## src/hdl/maft_pkg.sv

```systemverilog
`timescale 1ns / 1ps
// ----------------------------------------------------------------------------
// maft_pkg
// Shared types and constants of the multistep attack flow table.
// ----------------------------------------------------------------------------
package maft_pkg;

	localparam int TABLE_ENTRIES_DEF = 16;
	localparam logic [15:0] EXPIRY_RESET = 16'd300;

	typedef enum logic [2:0] {
		ST_IGNORED   = 3'd0,
		ST_ADDED     = 3'd1,
		ST_FULL      = 3'd2,
		ST_TRACKED   = 3'd3,
		ST_ADVANCED  = 3'd4,
		ST_ATTACK    = 3'd5,
		ST_UNTRACKED = 3'd6,
		ST_BADKIND   = 3'd7
	} status_t;

	typedef enum logic [1:0] {
		KIND_HTTP     = 2'd0,
		KIND_FTP_REQ  = 2'd1,
		KIND_FTP_DATA = 2'd2,
		KIND_OTHER    = 2'd3
	} kind_t;

	typedef enum logic [1:0] {
		CTL_IDLE,
		CTL_SCAN,
		CTL_DONE
	} ctl_state_t;

	// One table entry as held in the memory. Step three is a flag; clear means step two.
	typedef struct packed {
		logic [31:0] addr;
		logic [31:0] created;
		logic        step3;
	} entry_t;

endpackage

```

## src/hdl/multistep_attack_flow_table_top.sv

```systemverilog
`timescale 1ns / 1ps
// ----------------------------------------------------------------------------
// multistep_attack_flow_table_top
// Tracks HTTP target addresses and flags a later FTP follow-up as an attack.
// ----------------------------------------------------------------------------
// Usage:
// An event beat is taken on in_valid & in_ready and gives exactly one result
// beat (status, attack_alarm) on out_valid & out_ready. in_ready is high only
// while no event is in progress. An invalid event or one of the other kind
// skips the scan and goes straight to completion. Any other event scans the
// entry memory one entry per cycle through its single read port, stopping
// at the first matching address; a miss always costs the full scan.
// The result sits in an output register; the next event is accepted while it
// waits, and only the completion of that next event stalls until the
// receiver takes the pending beat.
// Reset clears every valid mark at once (empty table) and sets the expiry
// limit to 300 seconds; no clearing pass is needed. cfg_wr_en writes the
// expiry limit in the same cycle and must only be used while idle.
// ----------------------------------------------------------------------------
module multistep_attack_flow_table_top #(
	parameter int TABLE_ENTRIES = maft_pkg::TABLE_ENTRIES_DEF
) (
	input  logic        clk,
	input  logic        arst_n,
	input  logic        cfg_wr_en,
	input  logic [15:0] cfg_wr_data,
	input  logic        in_valid,
	output logic        in_ready,
	input  logic        event_valid,
	input  logic [1:0]  event_kind,
	input  logic [31:0] dest_addr,
	input  logic [31:0] now_sec,
	output logic        out_valid,
	input  logic        out_ready,
	output logic [2:0]  status,
	output logic        attack_alarm
);

	localparam int IDX_W = (TABLE_ENTRIES > 1) ? $clog2(TABLE_ENTRIES) : 1;
	localparam logic [IDX_W-1:0] LAST_IDX = IDX_W'(TABLE_ENTRIES - 1);

	maft_pkg::ctl_state_t state_q, state_d;

	logic [15:0] expiry_q;
	logic [TABLE_ENTRIES-1:0] slot_valid_q;
	logic [TABLE_ENTRIES-1:0] slot_valid_d;

	// Event being processed.
	maft_pkg::kind_t kind_q;
	logic [31:0] addr_q;
	logic [31:0] now_q;

	// Read issue side of the scan.
	logic             issue_act_q;
	logic [IDX_W-1:0] rd_idx_q;
	logic             free_found_q;
	logic [IDX_W-1:0] free_idx_q;

	// Compare side, registered from the issue side.
	logic             cmp_act_s1;
	logic             cmp_vld_s1;
	logic [IDX_W-1:0] cmp_idx_s1;

	maft_pkg::entry_t rd_data;

	// Decided outcome, applied when the result is handed to the output register.
	maft_pkg::status_t res_status_q;
	logic              res_alarm_q;
	logic              wr_en_q;
	logic [IDX_W-1:0]  wr_idx_q;
	maft_pkg::entry_t  wr_data_q;
	logic              set_vld_q;
	logic [IDX_W-1:0]  set_idx_q;
	logic              clr_vld_q;
	logic [IDX_W-1:0]  clr_idx_q;

	logic              out_valid_q;
	maft_pkg::status_t out_status_q;
	logic              out_alarm_q;

	logic accept;
	logic issue;
	logic out_load;
	logic mem_we;

	logic        hit;
	logic        scan_end;
	logic        expired;
	logic [31:0] age;
	logic [IDX_W-1:0] add_idx;
	logic             add_ok;

	assign accept = in_valid && in_ready;

	// ---------------- control: next state ----------------
	always_comb begin
		state_d = state_q;
		case (state_q)
			maft_pkg::CTL_IDLE: begin
				if (accept) begin
					if (event_valid && (maft_pkg::kind_t'(event_kind) != maft_pkg::KIND_OTHER))
						state_d = maft_pkg::CTL_SCAN;
					else
						state_d = maft_pkg::CTL_DONE;
				end
			end
			maft_pkg::CTL_SCAN: begin
				if (scan_end)
					state_d = maft_pkg::CTL_DONE;
			end
			maft_pkg::CTL_DONE: begin
				if (out_load)
					state_d = maft_pkg::CTL_IDLE;
			end
			default: state_d = maft_pkg::CTL_IDLE;
		endcase
	end

	// ---------------- control: outputs ----------------
	always_comb begin
		in_ready = 1'b0;
		issue    = 1'b0;
		out_load = 1'b0;
		case (state_q)
			maft_pkg::CTL_IDLE: in_ready = 1'b1;
			maft_pkg::CTL_SCAN: issue = issue_act_q;
			maft_pkg::CTL_DONE: out_load = !out_valid_q || out_ready;
			default: in_ready = 1'b0;
		endcase
	end

	assign mem_we = out_load && wr_en_q;

	always_ff @(posedge clk or negedge arst_n) begin
		if (!arst_n) begin
			state_q <= maft_pkg::CTL_IDLE;
		end else begin
			state_q <= state_d;
		end
	end

	always_ff @(posedge clk or negedge arst_n) begin
		if (!arst_n) begin
			expiry_q <= maft_pkg::EXPIRY_RESET;
		end else if (cfg_wr_en) begin
			expiry_q <= cfg_wr_data;
		end
	end

	// ---------------- entry memory ----------------
	maft_table #(
		.ENTRIES (TABLE_ENTRIES),
		.IDX_W   (IDX_W)
	) u_table (
		.clk     (clk),
		.rd_en   (issue),
		.rd_idx  (rd_idx_q),
		.rd_data (rd_data),
		.wr_en   (mem_we),
		.wr_idx  (wr_idx_q),
		.wr_data (wr_data_q)
	);

	// ---------------- scan compare and decision ----------------
	assign hit      = cmp_act_s1 && cmp_vld_s1 && (rd_data.addr == addr_q);
	assign scan_end = cmp_act_s1 && (hit || (cmp_idx_s1 == LAST_IDX));
	assign age      = now_q - rd_data.created;
	assign expired  = age > {16'd0, expiry_q};

	// A stale hit frees its slot, so the lowest free slot is then at most the hit index.
	always_comb begin
		if (hit) begin
			add_ok  = 1'b1;
			add_idx = (free_found_q && (free_idx_q < cmp_idx_s1)) ? free_idx_q : cmp_idx_s1;
		end else begin
			add_ok  = free_found_q;
			add_idx = free_idx_q;
		end
	end

	always_ff @(posedge clk or negedge arst_n) begin
		if (!arst_n) begin
			issue_act_q  <= 1'b0;
			free_found_q <= 1'b0;
			cmp_act_s1   <= 1'b0;
		end else begin
			if (accept) begin
				issue_act_q  <= event_valid &&
					(maft_pkg::kind_t'(event_kind) != maft_pkg::KIND_OTHER);
				free_found_q <= 1'b0;
			end else if (scan_end) begin
				issue_act_q <= 1'b0;
			end else if (issue) begin
				if (rd_idx_q == LAST_IDX)
					issue_act_q <= 1'b0;
				if (!free_found_q && !slot_valid_q[rd_idx_q])
					free_found_q <= 1'b1;
			end
			cmp_act_s1 <= issue && !scan_end;
		end
	end

	always_ff @(posedge clk) begin
		if (accept) begin
			kind_q   <= maft_pkg::kind_t'(event_kind);
			addr_q   <= dest_addr;
			now_q    <= now_sec;
			rd_idx_q <= '0;
		end else if (issue) begin
			rd_idx_q <= rd_idx_q + 1'b1;
			if (!free_found_q && !slot_valid_q[rd_idx_q])
				free_idx_q <= rd_idx_q;
		end
		cmp_vld_s1 <= slot_valid_q[rd_idx_q];
		cmp_idx_s1 <= rd_idx_q;
	end

	// Outcome registers.
	always_ff @(posedge clk or negedge arst_n) begin
		if (!arst_n) begin
			wr_en_q   <= 1'b0;
			set_vld_q <= 1'b0;
			clr_vld_q <= 1'b0;
		end else if (accept) begin
			wr_en_q   <= 1'b0;
			set_vld_q <= 1'b0;
			clr_vld_q <= 1'b0;
		end else if (scan_end) begin
			clr_vld_q <= hit && expired;
			if (kind_q == maft_pkg::KIND_HTTP) begin
				wr_en_q   <= !(hit && !expired) && add_ok;
				set_vld_q <= !(hit && !expired) && add_ok;
			end else begin
				wr_en_q   <= hit && !expired && !rd_data.step3;
				set_vld_q <= 1'b0;
			end
		end
	end

	always_ff @(posedge clk) begin
		if (accept) begin
			res_alarm_q  <= 1'b0;
			res_status_q <= event_valid ? maft_pkg::ST_BADKIND : maft_pkg::ST_IGNORED;
		end else if (scan_end) begin
			res_alarm_q <= (kind_q != maft_pkg::KIND_HTTP) && hit && !expired &&
				rd_data.step3;
			set_idx_q   <= add_idx;
			clr_idx_q   <= cmp_idx_s1;
			if (kind_q == maft_pkg::KIND_HTTP) begin
				wr_idx_q  <= add_idx;
				wr_data_q <= '{addr: addr_q, created: now_q, step3: 1'b0};
				if (hit && !expired)
					res_status_q <= maft_pkg::ST_TRACKED;
				else if (add_ok)
					res_status_q <= maft_pkg::ST_ADDED;
				else
					res_status_q <= maft_pkg::ST_FULL;
			end else begin
				wr_idx_q  <= cmp_idx_s1;
				wr_data_q <= '{addr: addr_q, created: rd_data.created, step3: 1'b1};
				if (!hit || expired) begin
					res_status_q <= maft_pkg::ST_UNTRACKED;
				end else if (rd_data.step3) begin
					res_status_q <= maft_pkg::ST_ATTACK;
				end else begin
					res_status_q <= maft_pkg::ST_ADVANCED;
				end
			end
		end
	end

	// Valid marks change only when the outcome is applied; a set wins over a clear.
	always_comb begin
		slot_valid_d = slot_valid_q;
		if (clr_vld_q)
			slot_valid_d[clr_idx_q] = 1'b0;
		if (set_vld_q)
			slot_valid_d[set_idx_q] = 1'b1;
	end

	always_ff @(posedge clk or negedge arst_n) begin
		if (!arst_n) begin
			slot_valid_q <= '0;
		end else if (out_load) begin
			slot_valid_q <= slot_valid_d;
		end
	end

	// ---------------- output register ----------------
	always_ff @(posedge clk or negedge arst_n) begin
		if (!arst_n) begin
			out_valid_q <= 1'b0;
		end else if (out_load) begin
			out_valid_q <= 1'b1;
		end else if (out_ready) begin
			out_valid_q <= 1'b0;
		end
	end

	always_ff @(posedge clk) begin
		if (out_load) begin
			out_status_q <= res_status_q;
			out_alarm_q  <= res_alarm_q;
		end
	end

	assign out_valid    = out_valid_q;
	assign status       = out_status_q;
	assign attack_alarm = out_alarm_q;

	// ---------------- assertions ----------------
	a_alarm_only_on_attack: assert property (@(posedge clk) disable iff (!arst_n)
		out_valid |-> (!attack_alarm || (status == maft_pkg::ST_ATTACK)))
		else $error("alarm raised with a status other than attack");

	a_write_only_when_done: assert property (@(posedge clk) disable iff (!arst_n)
		mem_we |-> (state_q == maft_pkg::CTL_DONE))
		else $error("table write outside of the completion state");

	a_scan_end_to_done: assert property (@(posedge clk) disable iff (!arst_n)
		(state_q == maft_pkg::CTL_SCAN && scan_end) |=> (state_q == maft_pkg::CTL_DONE))
		else $error("finished scan did not move to completion");

	a_accept_leaves_idle: assert property (@(posedge clk) disable iff (!arst_n)
		accept |=> (state_q != maft_pkg::CTL_IDLE))
		else $error("accepted event left the controller idle");

	a_compare_in_scan: assert property (@(posedge clk) disable iff (!arst_n)
		cmp_act_s1 |-> (state_q == maft_pkg::CTL_SCAN))
		else $error("compare stage active outside of a scan");

endmodule

```

## src/hdl/maft_table.sv

```systemverilog
`timescale 1ns / 1ps
// ----------------------------------------------------------------------------
// maft_table
// Entry memory: one write port, one read port with registered read data.
// ----------------------------------------------------------------------------
module maft_table #(
	parameter int ENTRIES = maft_pkg::TABLE_ENTRIES_DEF,
	parameter int IDX_W   = (ENTRIES > 1) ? $clog2(ENTRIES) : 1
) (
	input  logic                 clk,
	input  logic                 rd_en,
	input  logic [IDX_W-1:0]     rd_idx,
	output maft_pkg::entry_t     rd_data,
	input  logic                 wr_en,
	input  logic [IDX_W-1:0]     wr_idx,
	input  maft_pkg::entry_t     wr_data
);

	maft_pkg::entry_t mem [ENTRIES];
	maft_pkg::entry_t rd_data_q;

	always_ff @(posedge clk) begin
		if (wr_en) begin
			mem[wr_idx] <= wr_data;
		end
	end

	always_ff @(posedge clk) begin
		if (rd_en) begin
			rd_data_q <= mem[rd_idx];
		end
	end

	assign rd_data = rd_data_q;

endmodule
```

## config.mk

```make
export PLATFORM = sky130hd
export DESIGN_NAME = multistep_attack_flow_table_top
export DESIGN_NICKNAME = d
export VERILOG_FILES = /design/src/hdl/maft_pkg.sv /design/src/hdl/multistep_attack_flow_table_top.sv /design/src/hdl/maft_table.sv
export SDC_FILE = /design/constraint.sdc
export NUM_CORES = 1
export LEC_CHECK = 0
export BUFFER_PORTS_ARGS = -buffer_cell sky130_fd_sc_hd__buf_2
export CAP_MARGIN = 30
export CORE_UTILIZATION = 55
export CTS_CLUSTER_SIZE = 25
export DETAILED_ROUTE_END_ITERATION = 6
export HOLD_SLACK_MARGIN = 0.05
export PLACE_DENSITY_LB_ADDON = 0.2
export SLEW_MARGIN = 40
export SYNTH_ARGS = -nofsm -noshare
export SYNTH_HDL_FRONTEND = slang
export SYNTH_SLANG_ARGS = --single-unit
```

## constraint.sdc

```tcl
create_clock -name clk -period 19.7 [get_ports clk]
set_input_delay 0.985 -clock clk [delete_from_list [all_inputs] [get_ports clk]]
set_output_delay 0.985 -clock clk [all_outputs]
set_load 0.03 [all_outputs]
```

==> flow_summary.ini <==
[floorplanning]
die-area_sq_um = 94400
core_sq_um = 91900
rows = 111
initial_utilization_pct = 55.7
io_pins = 94
die_w_um = 307
die_h_um = 307

[logic_synthesis]
syn_area_per_cell_sq_um = 20.9
synth_flop_cell = edfxtp_1
ys_warn_count = 0
async_flop_share_pct = 3.13
yosysSeqAreaShare_pct = 76.2
synthAdderAreaFrac_pct = 1.28
synth_enable_flop_cells = 1259
synth-seq-cells = 1310
syn_area_sq_um = 51200
synth-simple-area-share_pct = 2.98
postSynthNetCount = 2590
synth_cells = 2450
synthMuxAreaShare_pct = 14.7
synth-compound-area-share_pct = 2.68
synthXorXnorAreaFrac_pct = 0.923
ys_types = 70
synth_top_family_by_area = multiplexers

[clocking]
clock_path_buffers = 3
post-cts-setup-buffer-count = 0
htree_levels = 4
numClockSinks = 1310
numCtsBuffers = 134
cts_tree = yes
ctsHoldBuffers = 0
cts_resized = 0
clk_pin_slew_ns = 0.06
clock_latency_ns = 0.74
cts_root_buffer = clkbuf_16

[worst_setup_path]
cp-start-kind = flip-flop
r2r_cells = 17
worst-setup-path-type = reg -> reg
regToRegSetupSlack_ns = 14.59
required_ns = 20.17
end_kind = flip-flop
timing.rr.end = res_status_q[1]
r2r_start = u_table.rd_data[1]
worstPathArrival_ns = 5.59
crit_fanout = 4

[place]
placed_area_sq_um = 53700
placement.io_buffers = 93
place.gp.congestion = 0.928
hpwl_um = 69800
pre_cts_ws_ns = 14.66

[detailed_routing]
vias_per_cell = 6.31
routed_wl_um = 120000
drtAntennaViolNets = 0
drc = 0
vias = 25200
drtIter0Drc = 2731
dr.pass1.iters = 6
drt-wirelength-per-cell_um = 30.1

[pwr]
seqPwrFrac_pct = 55.5
internal_power_mw = 4.38
ir_drop_mv = 0.0962
total_power_mw = 5.43
p_sw_share_pct = 19.3
switchingPower_mw = 1.04
clockPowerShare_pct = 44.0
power.density_nw_per_um2 = 93.7
p_leak_nw = 19.2
combPwrFrac_pct = 0.5

[timing]
worstMarginPinSlew_ns = 0.860
slew_violations = 0
max_clock_freq_ghz = 0.196
setup_violations = 0
timing.final.crit_share_pct = 26.0
fin_crit_ns = 5.11
setup_slack_ns = 14.59
hold_violations = 0
rsz0062_at_grt = no
fin_setup_tns_ns = 0
max_slew_margin_pct = 42.6
skew_ns = 0.0263

[global_route]
antenna_found_initial = 6
grt_pass1_wl_um = 176000
gr-total-overflow = 0
grt_max_degree = 76
grt_pass1_vias = 25700
grtUsageTotal_pct = 26.2

[cells_and_area]
final_layout_size_suffix_gt1_share_pct = 25.9
area_delta_synth_final_pct = 13.1
postLayoutCoreUtil_pct = 63.0
design_area_sq_um = 57900
final_common_cell = edfxtp_1
layout_common_cells = edfxtp_1 (1259), mux4_2 (330), clkbuf_16 (137)
nNetsFinal = 2780

[outcome]
outcome = finished, final reports clean

[worst_hold_path]
hp-class = in -> async

[flow_run]
drv_cap = 0
sequential cells by signal, summed over array words and instances (netlist names), 3 cells and up:
signal,count
addr_q,32
clr_idx_q,4
cmp_idx_s1,4
expiry_q,16
free_idx_q,4
now_q,32
rd_idx_q,4
res_status_q,3
set_idx_q,4
slot_valid_q,16
status,3
u_table.mem,1040
u_table.rd_data,65
wr_data_q,65
wr_idx_q,4
power groups by stage:
| stage | Combinational [mW] | Sequential, mW | Clock, mW |
|---|---|---|---|
| 2_1_floorplan | 0.00860 | 3.07 | 0 |
| 3_3_place_gp | 0.0255 | 3.07 | 0 |
| 3_5_place_dp | 0.0264 | 3.07 | 0 |
| 4_1_cts | 0.0267 | 3.01 | 2.43 |
| 5_1_grt | 0.0289 | 3.01 | 2.53 |
| 6_report | 0.0261 | 3.01 | 2.39 |
synthesized netlist by cell type (all sizes together), types with 7 or more instances:
master | n | area share [%]
ha | 51 | 1.2
dfrtp | 37 | 1.8
nor2b | 12 | 0.15
edfxtp | 1259 | 74
a31oi | 8 | 0.098
nand2b | 15 | 0.18
mux2 | 7 | 0.15
clkbuf | 70 | 0.51
a21o | 16 | 0.23
buf | 29 | 0.22
inv | 64 | 0.47
nor2 | 62 | 0.45
nor3 | 15 | 0.15
nand2 | 102 | 0.75
nand4 | 27 | 0.34
o211ai | 7 | 0.10
dfxtp | 10 | 0.39
nor4 | 10 | 0.16
mux4 | 330 | 15
o21ai | 105 | 1.0
nand3 | 16 | 0.16
xnor2 | 28 | 0.48
a21oi | 46 | 0.46
xor2 | 26 | 0.44
through the flow:
| stage | std cells | hold slack, ns |
|---|---|---|
| 2_1_floorplan | 2450 | 0.345 |
| 3_3_place_gp | 3727 | 0.429 |
| 3_5_place_dp | 3744 | 0.405 |
| 4_1_cts | 3986 | 0.225 |
| 5_1_grt | 3989 | 0.268 |
| 6_report | 3990 | 0.258 |
metal layers:
metal	vias to the layer above	routed length [um]	track usage [%]
li1	10500	-	-
met1	13400	49000	37.0
met2	1111	59900	42.6
met3	167	8500	4.49
met4	6	2780	7.34
met5	-	45	0
how the worst max path moves through the flow:
stage,to,start
floorplan,u_table.mem[0][0],out_ready
global route,res_status_q[1],now_q[0]
global placement,res_status_q[1],u_table.rd_data[1]
CTS,res_status_q[1],u_table.rd_data[1]
detailed placement,res_status_q[1],u_table.rd_data[1]
finish,res_status_q[1],u_table.rd_data[1]
kinds of logic after synthesis:
kind of cell	Yosys count
flops	1310
mux	340
simple gates	303
compound gates	227
buf+inv	164
xor+xnor	54
fa+ha+maj	52
layout make-up:
cell class	count	area, sq um
clock buffers	170	3550
clock inverters	72	559
multi-input cells	976	11700
diodes	1	2.50
well taps	1243	1560
repair buffers	153	1250
flip-flops and latches	1310	39100
inverters	65	248
fillers	6255	34000
worst max-delay path, cell delays in order, from the launching register on:
cell,delay [ns]
edfxtp_1,0.39
ha_1,0.22
fa_1,0.41
nor2b_1,0.20
o2111ai_1,0.27
a21oi_1,0.30
nor2_1,0.10
o21ai_0,0.24
xor2_1,0.11
ha_1,0.31
nand4_1,0.09
or2_1,0.27
nor3_1,0.48
o2111ai_1,0.16
or4bb_1,0.55
nor4_2,0.38
a31oi_1,0.14
a22o_1,0.23
Power figures use the tool's default switching activity.
